File: src/design/sphere_lattice_point_enumerator_assert.svh
// Assertion macros shared by the enumerator RTL.
`ifndef SPHERE_LATTICE_POINT_ENUMERATOR_ASSERT_SVH
`define SPHERE_LATTICE_POINT_ENUMERATOR_ASSERT_SVH

`ifndef SYNTHESIS
`define SLPE_ASSERT_IMPL(label, clk, rst_n, ante, cons, msg) \
    label: assert property (@(posedge clk) disable iff (!(rst_n)) (ante) |-> (cons)) \
        else $error(msg);
`define SLPE_ASSERT_NEXT(label, clk, rst_n, ante, cons, msg) \
    label: assert property (@(posedge clk) disable iff (!(rst_n)) (ante) |=> (cons)) \
        else $error(msg);
`else
`define SLPE_ASSERT_IMPL(label, clk, rst_n, ante, cons, msg)
`define SLPE_ASSERT_NEXT(label, clk, rst_n, ante, cons, msg)
`endif

`endif

File: src/design/slpe_pkg.sv
package slpe_pkg;

    localparam int MAX_RADIUS = 255;
    localparam int RAD_W      = $clog2(MAX_RADIUS + 1);
    // Offsets run from -r to r + 1, so two bits beyond the radius.
    localparam int OFF_W      = RAD_W + 2;
    localparam int SQ_W       = 2 * RAD_W;
    localparam int ACC_W      = SQ_W + 2;
    localparam int RIN_W      = 8;
    localparam int CIN_W      = 31;
    localparam int COUT_W     = 32;

    localparam logic MODE_START   = 1'b0;
    localparam logic MODE_ADVANCE = 1'b1;

    typedef logic signed [CIN_W-1:0]  t_coord_in;
    typedef logic signed [COUT_W-1:0] t_coord_out;
    typedef logic        [RIN_W-1:0]  t_radius_in;

endpackage

File: src/design/slpe_if.sv
interface slpe_in_if;
    import slpe_pkg::*;

    logic       valid;
    logic       ready;
    logic       mode;
    t_coord_in  center_x;
    t_coord_in  center_y;
    t_coord_in  center_z;
    t_radius_in radius;

    modport source (output valid, mode, center_x, center_y, center_z, radius, input ready);
    modport sink   (input valid, mode, center_x, center_y, center_z, radius, output ready);
endinterface

interface slpe_out_if;
    import slpe_pkg::*;

    logic       valid;
    logic       ready;
    t_coord_out point_x;
    t_coord_out point_y;
    t_coord_out point_z;
    logic       last;

    modport source (output valid, point_x, point_y, point_z, last, input ready);
    modport sink   (input valid, point_x, point_y, point_z, last, output ready);
endinterface

File: src/design/sphere_lattice_point_enumerator.sv
// Walks every lattice point inside a sphere, x ascending, then y, then z. A start item
// (mode 0) loads centre and radius and returns nothing; each advance item (mode 1) made
// while a sphere is active returns the next point, and the final point carries last. The
// input is ready only while the block is idle. Within a column an advance's point is
// offered in the cycle after the item is taken. Moving to a new column means testing
// columns and stepping to new x planes in turn (empty columns are stepped past one per
// cycle, with squares kept incrementally), then taking the bit-pair integer square root
// of the column's remainder. A start item keeps the input busy until its first column is
// found and its root taken; an advance that ends a column offers its point only after
// the next column is found and its root taken, or after the scan passes x = r.
`include "sphere_lattice_point_enumerator_assert.svh"

module sphere_lattice_point_enumerator (
    input  logic       i_clk,
    input  logic       i_rst_n,
    slpe_in_if.sink    i_in_ch,
    slpe_out_if.source o_out_ch
);
    import slpe_pkg::*;

    typedef enum logic [1:0] {
        S_IDLE,
        S_SETTLE,
        S_SQRT,
        S_OUT
    } t_state;

    t_state                  r_state;
    logic                    r_active;
    logic                    r_emit;
    logic                    r_last;
    t_coord_in               r_org_x;
    t_coord_in               r_org_y;
    t_coord_in               r_org_z;
    logic        [RAD_W-1:0] r_radius;
    logic        [SQ_W-1:0]  r_r2;
    logic signed [OFF_W-1:0] r_off_x;
    logic signed [OFF_W-1:0] r_off_y;
    logic signed [OFF_W-1:0] r_off_z;
    logic        [RAD_W-1:0] r_hs;
    logic signed [ACC_W-1:0] r_rx;
    logic signed [ACC_W-1:0] r_y2;
    logic        [SQ_W-1:0]  r_val;
    logic        [SQ_W-1:0]  r_root;
    logic        [SQ_W-1:0]  r_bit;
    t_coord_out              r_px;
    t_coord_out              r_py;
    t_coord_out              r_pz;

    logic        [RAD_W-1:0] w_rad_sat;
    logic        [SQ_W-1:0]  w_r2_in;
    logic signed [OFF_W-1:0] w_r_ext;
    logic signed [OFF_W-1:0] w_hs_ext;
    logic signed [ACC_W-1:0] w_rem;
    logic signed [ACC_W-1:0] w_dx;
    logic signed [ACC_W-1:0] w_dy;
    logic                    w_x_past;
    logic                    w_y_past;
    logic        [SQ_W-1:0]  w_try;
    logic                    w_fits;
    logic        [SQ_W-1:0]  n_root;
    logic        [SQ_W-1:0]  n_val;
    logic                    w_accept;

    always_comb begin
        if (32'(i_in_ch.radius) > 32'(MAX_RADIUS)) begin
            w_rad_sat = RAD_W'(MAX_RADIUS);
        end else begin
            w_rad_sat = RAD_W'(i_in_ch.radius);
        end
        w_r2_in  = SQ_W'(w_rad_sat) * SQ_W'(w_rad_sat);
        w_r_ext  = signed'({2'b00, r_radius});
        w_hs_ext = signed'({2'b00, r_hs});
        w_rem    = r_rx - r_y2;
        // (x + 1)^2 - x^2 = 2x + 1, likewise for y.
        w_dx     = (ACC_W'(r_off_x) <<< 1) + ACC_W'(1);
        w_dy     = (ACC_W'(r_off_y) <<< 1) + ACC_W'(1);
        w_x_past = r_off_x > w_r_ext;
        w_y_past = r_off_y > w_r_ext;
        w_try    = r_root + r_bit;
        w_fits   = r_val >= w_try;
        if (w_fits) begin
            n_val  = r_val - w_try;
            n_root = (r_root >> 1) + r_bit;
        end else begin
            n_val  = r_val;
            n_root = r_root >> 1;
        end
    end

    assign w_accept         = i_in_ch.valid && i_in_ch.ready;
    assign i_in_ch.ready    = (r_state == S_IDLE);
    assign o_out_ch.valid   = (r_state == S_OUT);
    assign o_out_ch.point_x = r_px;
    assign o_out_ch.point_y = r_py;
    assign o_out_ch.point_z = r_pz;
    assign o_out_ch.last    = r_last;

    always_ff @(posedge i_clk) begin
        if (!i_rst_n) begin
            r_state  <= S_IDLE;
            r_active <= 1'b0;
            r_emit   <= 1'b0;
            r_last   <= 1'b0;
        end else begin
            case (r_state)
                S_IDLE: begin
                    if (w_accept) begin
                        if (i_in_ch.mode == MODE_START) begin
                            r_org_x  <= i_in_ch.center_x;
                            r_org_y  <= i_in_ch.center_y;
                            r_org_z  <= i_in_ch.center_z;
                            r_radius <= w_rad_sat;
                            r_r2     <= w_r2_in;
                            r_y2     <= signed'(ACC_W'(w_r2_in));
                            r_rx     <= '0;
                            r_off_x  <= -signed'({2'b00, w_rad_sat});
                            r_off_y  <= -signed'({2'b00, w_rad_sat});
                            r_emit   <= 1'b0;
                            r_state  <= S_SETTLE;
                        end else if (r_active) begin
                            r_px <= COUT_W'(r_org_x) + COUT_W'(r_off_x);
                            r_py <= COUT_W'(r_org_y) + COUT_W'(r_off_y);
                            r_pz <= COUT_W'(r_org_z) + COUT_W'(r_off_z);
                            if (r_off_z < w_hs_ext) begin
                                r_off_z <= r_off_z + OFF_W'(1);
                                r_last  <= 1'b0;
                                r_state <= S_OUT;
                            end else begin
                                r_off_y <= r_off_y + OFF_W'(1);
                                r_y2    <= r_y2 + w_dy;
                                r_emit  <= 1'b1;
                                r_state <= S_SETTLE;
                            end
                        end
                    end
                end
                S_SETTLE: begin
                    if (w_x_past) begin
                        r_active <= 1'b0;
                        r_last   <= 1'b1;
                        r_state  <= r_emit ? S_OUT : S_IDLE;
                    end else if (w_y_past) begin
                        r_off_x <= r_off_x + OFF_W'(1);
                        r_rx    <= r_rx - w_dx;
                        r_off_y <= -w_r_ext;
                        r_y2    <= signed'(ACC_W'(r_r2));
                    end else if (!w_rem[ACC_W-1]) begin
                        r_val   <= w_rem[SQ_W-1:0];
                        r_root  <= '0;
                        r_bit   <= SQ_W'(1) << (SQ_W - 2);
                        r_state <= S_SQRT;
                    end else begin
                        r_off_y <= r_off_y + OFF_W'(1);
                        r_y2    <= r_y2 + w_dy;
                    end
                end
                S_SQRT: begin
                    r_val  <= n_val;
                    r_root <= n_root;
                    r_bit  <= r_bit >> 2;
                    if (r_bit[0]) begin
                        r_hs     <= n_root[RAD_W-1:0];
                        r_off_z  <= -signed'({2'b00, n_root[RAD_W-1:0]});
                        r_active <= 1'b1;
                        r_last   <= 1'b0;
                        r_state  <= r_emit ? S_OUT : S_IDLE;
                    end
                end
                S_OUT: begin
                    if (o_out_ch.ready) begin
                        r_state <= S_IDLE;
                    end
                end
                default: begin
                    r_state <= S_IDLE;
                end
            endcase
        end
    end

    `SLPE_ASSERT_IMPL(a_no_overlap, i_clk, i_rst_n, o_out_ch.valid, !i_in_ch.ready,
                      "input taken while a point is pending")
    `SLPE_ASSERT_IMPL(a_root_bit, i_clk, i_rst_n, r_state == S_SQRT, $onehot(r_bit),
                      "square-root bit not one-hot")
    `SLPE_ASSERT_IMPL(a_last_idle, i_clk, i_rst_n, o_out_ch.valid && o_out_ch.last,
                      !r_active, "last point offered while sphere still active")
    `SLPE_ASSERT_NEXT(a_start_scan, i_clk, i_rst_n, w_accept && i_in_ch.mode == MODE_START,
                      r_state == S_SETTLE, "start item did not begin the column scan")

endmodule

File: src/flat_wrapper.sv
// flat-port wrapper written by rule: the top's interface ports become plain ports
module sphere_lattice_point_enumerator_flat import slpe_pkg::*;
  (i_clk, i_rst_n, i_in_ch_valid, i_in_ch_mode, i_in_ch_center_x, i_in_ch_center_y, i_in_ch_center_z, i_in_ch_radius, i_in_ch_ready, o_out_ch_valid, o_out_ch_point_x, o_out_ch_point_y, o_out_ch_point_z, o_out_ch_last, o_out_ch_ready);
  slpe_in_if i_in_ch_i ();
  slpe_out_if o_out_ch_i ();
  input  logic i_clk;
  input  logic i_rst_n;
  input wire logic [$bits(i_in_ch_i.valid)-1:0] i_in_ch_valid;
  input wire logic [$bits(i_in_ch_i.mode)-1:0] i_in_ch_mode;
  input wire logic [$bits(i_in_ch_i.center_x)-1:0] i_in_ch_center_x;
  input wire logic [$bits(i_in_ch_i.center_y)-1:0] i_in_ch_center_y;
  input wire logic [$bits(i_in_ch_i.center_z)-1:0] i_in_ch_center_z;
  input wire logic [$bits(i_in_ch_i.radius)-1:0] i_in_ch_radius;
  output wire logic [$bits(i_in_ch_i.ready)-1:0] i_in_ch_ready;
  output wire logic [$bits(o_out_ch_i.valid)-1:0] o_out_ch_valid;
  output wire logic [$bits(o_out_ch_i.point_x)-1:0] o_out_ch_point_x;
  output wire logic [$bits(o_out_ch_i.point_y)-1:0] o_out_ch_point_y;
  output wire logic [$bits(o_out_ch_i.point_z)-1:0] o_out_ch_point_z;
  output wire logic [$bits(o_out_ch_i.last)-1:0] o_out_ch_last;
  input wire logic [$bits(o_out_ch_i.ready)-1:0] o_out_ch_ready;
  assign i_in_ch_i.valid = i_in_ch_valid;
  assign i_in_ch_i.mode = i_in_ch_mode;
  assign i_in_ch_i.center_x = i_in_ch_center_x;
  assign i_in_ch_i.center_y = i_in_ch_center_y;
  assign i_in_ch_i.center_z = i_in_ch_center_z;
  assign i_in_ch_i.radius = i_in_ch_radius;
  assign i_in_ch_ready = i_in_ch_i.ready;
  assign o_out_ch_valid = o_out_ch_i.valid;
  assign o_out_ch_point_x = o_out_ch_i.point_x;
  assign o_out_ch_point_y = o_out_ch_i.point_y;
  assign o_out_ch_point_z = o_out_ch_i.point_z;
  assign o_out_ch_last = o_out_ch_i.last;
  assign o_out_ch_i.ready = o_out_ch_ready;
  sphere_lattice_point_enumerator u_core (.i_clk(i_clk), .i_rst_n(i_rst_n), .i_in_ch(i_in_ch_i), .o_out_ch(o_out_ch_i));
endmodule
File: config.mk
export PLATFORM = sky130hd
export DESIGN_NAME = sphere_lattice_point_enumerator_flat
export DESIGN_NICKNAME = d
export VERILOG_FILES = /design/src/design/slpe_pkg.sv /design/src/design/slpe_if.sv /design/src/design/sphere_lattice_point_enumerator.sv /design/src/flat_wrapper.sv
export VERILOG_INCLUDE_DIRS = /design/src /design/src/design
export SDC_FILE = /design/constraint.sdc
export NUM_CORES = 1
export LEC_CHECK = 0
export BUFFER_PORTS_ARGS = -buffer_cell sky130_fd_sc_hd__clkbuf_2
export CORE_ASPECT_RATIO = 1.4
export CORE_MARGIN = 5
export CORE_UTILIZATION = 40
export CTS_CLUSTER_SIZE = 30
export DETAILED_ROUTE_END_ITERATION = 8
export PLACE_DENSITY = 0.7
export SLEW_MARGIN = 15
export SYNTH_ARGS = -nofsm -noshare
export SYNTH_HDL_FRONTEND = slang
export SYNTH_SLANG_ARGS = --single-unit
export TNS_END_PERCENT = 5
File: constraint.sdc
create_clock -name i_clk -period 6.7 [get_ports i_clk]
set_clock_uncertainty 0.15 [all_clocks]
set_input_delay 1.34 -clock i_clk [delete_from_list [all_inputs] [get_ports i_clk]]
set_output_delay 1.34 -clock i_clk [all_outputs]
set_load 0.03 [all_outputs]
; Word level (Yosys, flattened, before mapping)
; Index checks and enable logic that the tools add are counted.
[word_totals]
register_bits = 340
word_cells = 155
[classes]
n_addsub = 17
n_mul = 1
n_lt_le_gt_ge = 4
n_eq_ne = 23
n_mux = 70
bitwise = 1
reduce_logical = 18
[op_table]
columns = operator, count
row1 = two-way mux 18 bit, 11
row2 = two-way mux 16 bit, 11
row3 = two-way mux 10 bit, 16
row4 = adder 31 x 10 -> 32 bit, 3
row5 = one-hot mux 16 bit (2 select lines), 3
row6 = one-hot mux 18 bit (2 select lines), 2
row7 = one-hot mux 10 bit (2 select lines), 3
row8 = subtractor 18 bit, 2
row9 = adder 10 x 2 -> 10 bit (second input constant), 3
row10 = negator 8 -> 10 bit, 3
row11 = adder 11 x 2 -> 12 bit (second input constant), 2
row12 = AND reduction 7 bit, 3
row13 = > comparator 10 x 9 -> 1 bit, 2
row14 = two-way mux 2 bit, 10
row15 = adder 18 bit, 1
row16 = != test 2 bit (second input constant), 9
row17 = AND reduction 6 bit, 3
row18 = adder 15 x 16 -> 16 bit, 1
row19 = adder 16 bit, 1
row20 = greater-or-equal comparator 16 bit, 1
row21 = multiplier 8 x 8 -> 16 bit, 1
row22 = subtractor 16 bit, 1
row23 = != test 2 x 1 -> 1 bit (second input constant), 6
row24 = two-way mux 1 bit, 11
row25 = other kinds (17), 25

; Longest topological paths before layout
; Gate-level depths: netlist (run 1).
[logic_depth]
ltp_word = 7
ltp_mapped = 22

; Least setup slack after synthesis (run 1)
; No wires, ideal clock.
[synth_path]
path_kind = input port to flip-flop
start = input i_rst_n
end = register u_core.r_org_x[0] (enable)
setup_time_ps = 590
t_arrival_ps = 6512
required_ps = 5960
slack_ps = -552
stages = 3
n_path_buf = 1
cell_sequence = clkbuf_1 > nand3_1 > nor2_1
[synth_between]
elab_chain_cells = 1
[synth_rtl]
columns = item, line_no
row1 = start: declaration, flat_wrapper.sv:7  ; input logic i_rst_n;
row2 = AND reduction 4 bit (no line), -
row3 = end signal: assignment, sphere_lattice_point_enumerator.sv:110  ; r_org_x <= i_in_ch.center_x;
row4 = end: declaration, sphere_lattice_point_enumerator.sv:32  ; t_coord_in r_org_x;
; Every way passes these cells.
; A chain may end at the register's enable or synchronous reset.

; Final worst setup path (run 1)
[layout_path]
start = input i_in_ch_radius[6]
end = register u_core.r_y2[14] (data pin)
[layout_between]
elab_chain_cells = 4
[layout_rtl]
columns = item, line_no
row1 = start: declaration, flat_wrapper.sv:13  ; input wire logic [$bits(i_in_ch_i.radius)-1:0] i_in_ch_radius;
row2 = multiplier 8 x 8 -> 16 bit, sphere_lattice_point_enumerator.sv:71  ; w_r2_in = SQ_W'(w_rad_sat) * SQ_W'(w_rad_sat);
row3 = named net u_core.w_r2_in[14], sphere_lattice_point_enumerator.sv:51  ; logic [SQ_W-1:0] w_r2_in;
row4 = two-way mux 18 bit, sphere_lattice_point_enumerator.sv:109  ; if (i_in_ch.mode == MODE_START) begin
row5 = two-way mux 18 bit, sphere_lattice_point_enumerator.sv:108  ; if (w_accept) begin
row6 = one-hot mux 18 bit (2 select lines), sphere_lattice_point_enumerator.sv:106  ; case (r_state)
row7 = end signal: assignment, sphere_lattice_point_enumerator.sv:115  ; r_y2 <= signed'(ACC_W'(w_r2_in));
row8 = end signal: assignment, sphere_lattice_point_enumerator.sv:131  ; r_y2 <= r_y2 + w_dy;
row9 = end signal: assignment, sphere_lattice_point_enumerator.sv:147  ; r_y2 <= signed'(ACC_W'(r_r2));
row10 = end: declaration, sphere_lattice_point_enumerator.sv:42  ; logic signed [ACC_W-1:0] r_y2;
; The timed path passes the listed nets, and every way through them passes these cells. The select of a mux whose other input is x is not followed.

==> impl_metrics.env, run 1 <==
export IMPL_status="completed"
export IMPL_drc=0
export IMPL_synthFlopType="edfxtp_1"
export IMPL_rr_startpoint="u_core.r_root[2]"
export IMPL_cts_max_level=2
export IMPL_clock_sinks=330
export IMPL_via_per_inst=5.56
export IMPL_synthesis_area_um2=23000
export IMPL_rr_worst_depth=21
export IMPL_combPwrFrac=0.444
export IMPL_firstDrtPassIters=5
export IMPL_syn_to_final_growth_pct=13.8
export IMPL_synth_warnings=0
export IMPL_rrSetupSlack_ps=1160
export IMPL_fin_setup_tns_ps=0
export IMPL_period_needed_ps=5610
export IMPL_yosysSeqAreaShare=0.429
export IMPL_place_gp_congestion=0.905
export IMPL_cts_resized=0
export IMPL_io_pins=205
export IMPL_grt_pass1_vias=17700
export IMPL_ant_nets=0
export IMPL_clock_path_buffers=3
export IMPL_p_leak_uw=0.0107
export IMPL_synth_top_area_frac=0.425
export IMPL_r2r_end="u_core.r_off_z[8]"
export IMPL_worstHoldStart="u_core.r_state[0]"
export IMPL_ff_latch_area_um2=9860
export IMPL_fp_dieH_um=294
export IMPL_swShare=0.379
export IMPL_gr_total_overflow=0
export IMPL_crit_type="input pin to register"
export IMPL_synth_cells=2191
export IMPL_power_uw=9060
export IMPL_sequentialPowerShare=0.324
export IMPL_grt_first_pass_wirelength_um=91400
export IMPL_crit_arrival_ps=5750
export IMPL_core_um2=57300
export IMPL_hpwl_um=44900
export IMPL_netSwitchingPower_uw=3440
export IMPL_relSlewSlack=0.169
export IMPL_die_area_um2=62400
export IMPL_clk_latency_ps=570
export IMPL_die_w_um=213
export IMPL_port_buffers=204
export IMPL_finalWirelength_um=58300
export IMPL_n_fill_cell=5306
export IMPL_hold_depth=2
export IMPL_rsz0062_at_grt="false"
export IMPL_num_vias=17700
export IMPL_cts_made_buffers=39
export IMPL_hold_violations=0
export IMPL_period_share=0.837
export IMPL_num_rows=104
export IMPL_clockPowerShare=0.232
export IMPL_final_nets=2782
export IMPL_ys_async_sr_fraction=0
export IMPL_cp_required_ps=6850
export IMPL_synth_seq_cells=330
export IMPL_p_int_uw=5630
export IMPL_multi_input_area_um2=12400
export IMPL_drv_slew=0
export IMPL_max_slew_worst_pin_slew_ps=1240
export IMPL_synth_cell_type_count=85
export IMPL_antenna_found_initial=2
export IMPL_place_inst=3106
export IMPL_clkTransAtPathRegs_ps=60
export IMPL_root_buffer="clkbuf_16"
export IMPL_finalSetupViolations=0
export IMPL_yosysTopAreaCell="edfxtp_1"
export IMPL_cellPowerDensity_nw_per_um2=346
export IMPL_cp_startpoint="i_in_ch_radius[6]"
export IMPL_synth_area_leaders="edfxtp_1, ha_1, xnor2_1"
export IMPL_wl_per_cell_um=18.3
export IMPL_crit_path_start_kind="input pin"
export IMPL_post_cts_buffers=0
export IMPL_drtIter0Drc=1060
export IMPL_maxCapViolations=0
export IMPL_drive_gt1_frac=0.133
export IMPL_hold_path_end="u_core.r_state[0]"
export IMPL_fmax_mhz=178
export IMPL_grt_max_degree=105
export IMPL_hold_path_class="register to register"
export IMPL_grtUsageTotal=0.179
export IMPL_cts_hold_buf=0
export IMPL_ir_drop_mv=0.199
export IMPL_crit_path_max_fanout=15
export IMPL_start_util=0.402
export IMPL_avgSynthCellArea_um2=10.5
export IMPL_synthesis_nets=2568
export IMPL_fin_cells=3180
export IMPL_final_util=0.457
export IMPL_cts_tree="built"
export IMPL_critPathCaptureType="register"
export IMPL_synth_edff_count=325
## metal layers
metal  track usage  vias up  share of wire
li1              -     8555              -
met1         0.212     8468           0.40
met2         0.327      539           0.52
met3        0.0270      119          0.048
met4        0.0656        0          0.034
met5             0        -              0
## placed cells by master, fill, tap and decap left out, types with 54 or more instances in the layout
| cell type | count |
|---|---|
| clkbuf_2 | 204 |
| ha_1 | 239 |
| o21ai_0 | 100 |
| inv_1 | 161 |
| edfxtp_1 | 325 |
| nor3_1 | 65 |
| nand3_1 | 62 |
| xnor2_1 | 130 |
| a21o_1 | 54 |
| nand2_1 | 134 |
| a21oi_1 | 151 |
| xor2_1 | 72 |
| nor2_1 | 150 |
## synth_stat cells, drive strengths merged (22+ instances only)
cell / instances
a31oi: 33
xnor2: 131
edfxtp: 325
nand3: 62
nor2b: 28
and2: 32
o21bai: 28
o21a: 35
inv: 161
a21oi: 152
fa: 32
clkbuf: 43
nor3: 65
mux2i: 22
nand2: 134
and3: 24
nor2: 154
o21ai: 104
ha: 239
a21o: 54
xor2: 72
## registers in the layout, indices dropped and copies added, names as in the netlist
signal	count
u_core.r_active	1
u_core.r_hs	8
u_core.r_emit	1
u_core.r_bit	8
u_core.o_out_ch.point_z	32
u_core.r_root	16
u_core.r_org_x	31
u_core.r_org_y	31
u_core.r_off_y	10
u_core.r_rx	18
u_core.r_val	16
u_core.o_out_ch.last	1
u_core.r_state	2
u_core.o_out_ch.point_x	32
u_core.r_off_x	10
u_core.o_out_ch.point_y	32
u_core.r_org_z	31
u_core.r_y2	18
u_core.r_off_z	10
u_core.r_r2	15
u_core.r_radius	7
## worst max-delay path by stage
| stage | slack, ps | depth (start not counted) | to |
|---|---|---|---|
| 5_1_grt | 640 | 21 | u_core.r_off_z[8] |
| 2_1_floorplan | 230 | 3 | u_core.o_out_ch.point_x[0] |
| 6_report | 1090 | 16 | u_core.r_y2[14] |
| 3_3_place_gp | 650 | 16 | u_core.r_y2[14] |
| 3_5_place_dp | 540 | 16 | u_core.r_y2[14] |
| 4_1_cts | 1110 | 16 | u_core.r_y2[14] |
## metrics by stage
step	setup slack (ps)	hold slack, ps	instance area [µm²]
after floorplan	229	322	23000
after global routing	643	404	26200
after CTS	1110	377	26200
after global placement	649	336	24900
after detailed placement	544	368	24900
final	1090	382	26200
## critical path: stages
cell	delay [ps]
clkbuf_2	250
and2_1	250
fa_1	460
fa_1	560
inv_1	70
fa_1	510
fa_1	540
inv_1	40
ha_1	250
nor3_1	210
o21a_1	150
nor3_1	70
a41o_1	260
o41ai_1	320
xnor2_1	150
a221o_1	330
## power groups by stage
| stage | Clock (µW) | Combinational (µW) | Sequential, µW |
|---|---|---|---|
| 2_1_floorplan | 0 | 3120 | 2910 |
| 3_3_place_gp | 0 | 3840 | 2970 |
| 3_5_place_dp | 0 | 3970 | 2980 |
| 4_1_cts | 2140 | 4010 | 2930 |
| 5_1_grt | 2220 | 4490 | 2960 |
| 6_report | 2100 | 4030 | 2940 |
## cells by family after synthesis
| logic type | synth area share |
|---|---|
| adder cells (fa/ha/maj) | 0.158 |
| flip-flops | 0.429 |
| XOR/XNOR | 0.0777 |
| buffers and inverters | 0.0340 |
| AND/OR/NAND/NOR | 0.123 |
| multiplexers | 0.0117 |
| AO/OA/AOI/OAI | 0.166 |
## layout make-up
cell class	count	share of cell area
sequential	330	0.377
inverter	161	0.0231
multi-input combinational	1655	0.473
timing repair buffer	218	0.0440
antenna	4	0.000382
clock buffer	46	0.0383
tap	742	0.0355
clock inverter	24	0.00942
No activity file was read; power rests on OpenSTA's default activity.
==> run 2: changes to the inputs <==
PLACE_DENSITY = 0.68   (was 0.7)
clock period = 5.9 ns   (was 6.7 ns; I/O delays follow)
==> impl_metrics.env, run 2 (synthesis gave the netlist of run 1 again) <==
export IMPL_relSlewSlack=0.245
export IMPL_grt_pass1_vias=18000
export IMPL_clock_path_buffers=3
export IMPL_p_leak_uw=0.0108
export IMPL_crit_arrival_ps=5420
export IMPL_status="completed"
export IMPL_drc=0
export IMPL_layout_common_cells="edfxtp_1, ha_1, clkbuf_2, inv_1, a21oi_1"
export IMPL_cpPeakStageDelay_ps=540
export IMPL_syn_to_final_growth_pct=14.7
export IMPL_clock_sinks=330
export IMPL_period_needed_ps=5260
export IMPL_final_nets=2793
export IMPL_firstDrtPassIters=5
export IMPL_hold_violations=0
export IMPL_hold_path_class="register to register"
export IMPL_period_share=0.892
export IMPL_gr_total_overflow=0
export IMPL_place_gp_congestion=0.901
export IMPL_maxCapViolations=0
export IMPL_ir_drop_mv=0.207
export IMPL_cts_made_buffers=40
export IMPL_wl_per_cell_um=18.5
export IMPL_die_w_um=213
export IMPL_grt_first_pass_wirelength_um=93500
export IMPL_finalSetupViolations=0
export IMPL_ant_nets=0
export IMPL_via_per_inst=5.54
export IMPL_hpwl_um=45600
export IMPL_cts_hold_buf=0
export IMPL_drv_slew=0
export IMPL_cp_slowest_cell="fa_1"
export IMPL_fmax_mhz=190
export IMPL_final_common_cell="edfxtp_1"
export IMPL_cts_resized=0
export IMPL_die_area_um2=62400
export IMPL_worstPathBufferInverterCount=3
export IMPL_start_util=0.402
export IMPL_crit_path_max_fanout=6
export IMPL_cellPowerDensity_nw_per_um2=400
export IMPL_drive_gt1_frac=0.137
export IMPL_final_util=0.461
export IMPL_whs_ps=366
export IMPL_crit_path_start_kind="input pin"
export IMPL_port_buffers=204
export IMPL_drtIter0Drc=1039
export IMPL_max_slew_worst_pin_slew_ps=1130
export IMPL_grt_max_degree=105
export IMPL_cts_max_level=2
export IMPL_ff_latch_area_um2=9860
export IMPL_n_fill_cell=5300
export IMPL_clk_latency_ps=580
export IMPL_post_cts_buffers=0
export IMPL_fp_dieH_um=294
export IMPL_finalWirelength_um=59100
export IMPL_crit_path_frequent_cell="fa_1"
export IMPL_cp_required_ps=6060
export IMPL_cp_cell_sequence="clkbuf_2 > and2_1 > fa_1 > fa_1 > inv_1 > fa_1 > fa_1 > inv_1 > ha_1 > nor3_1 > o21a_1 > nor3_1 > a41o_1 > o41ai_1 > xnor2_1 > a221o_1"
export IMPL_grtUsageTotal=0.183
export IMPL_clkTransAtPathRegs_ps=60
export IMPL_path_delay_family="adder cells"
export IMPL_crit_type="input pin to register"
export IMPL_io_pins=205
export IMPL_num_vias=17700
export IMPL_root_buffer="clkbuf_16"
export IMPL_critPathCaptureType="register"
export IMPL_core_um2=57300
export IMPL_cts_tree="built"
export IMPL_rsz0062_at_grt="false"
export IMPL_multi_input_area_um2=12400
export IMPL_antenna_found_initial=2
export IMPL_num_rows=104
run 2: cell types whose count changed in the layout (fill, tap and decap cells not counted), sizes merged:
cell	delta
bufinv	+3
buf	+10
diode	-2
clkinv	-6
clkinvlp	+1
clkbuf	+3
inv	+2
run 2: path summary, 6_finish.rpt:
path,start,end,slack (ps),depth (start not counted)
setup / recovery,i_in_ch_radius[2],u_core.r_y2[14],640,16
hold / removal,u_core.r_state[0],u_core.r_state[0],370,2
hold reg to reg,u_core.r_state[0],u_core.r_state[0],370,2
setup reg to reg,u_core.r_root[2],u_core.r_off_z[8],770,19
run 2: area by class of cell:
| class | instances | share of cell area |
|---|---|---|
| well taps | 742 | 0.0352 |
| repair buffers | 228 | 0.0465 |
| multi-input cells | 1655 | 0.469 |
| flip-flops and latches | 330 | 0.374 |
| inverters | 161 | 0.0229 |
| clock buffers | 49 | 0.0400 |
| clock inverters | 24 | 0.0125 |
| diodes | 2 | 0.000190 |
run 2: tightest hold or removal path, stage by stage (launching register included):
cell	delay [ps]
dfxtp_1	340
nand2_1	70
mux2i_1	60
run 2: layer usage:
layer  global-route usage  vias up  part of all wire
li1                     -     8567                 -
met1                0.213     8515              0.40
met2                0.339      481              0.52
met3               0.0226      118             0.042
met4               0.0714        0             0.039
met5                    0        -                 0
run 2: metrics by stage:
stage,power (µW),TNS (ps),instances,area [µm²],worst slack [ps]
6_report,10500,0,3191,26400,640
5_1_grt,11200,0,3191,26400,396
4_1_cts,10600,0,3189,26400,648
2_1_floorplan,6850,-39460,2191,23000,-411
3_3_place_gp,7770,0,3116,25000,168
3_5_place_dp,7920,0,3116,25000,61.1
run 2: report_power, final:
group	total (µW)	internal [µW]	leakage [µW]	switching, µW
Combinational	4570	1920	0.00711	2650
Sequential	3350	3100	0.00300	252
Clock	2620	1590	0.000672	1030
Total	10500	6610	0.0108	3930
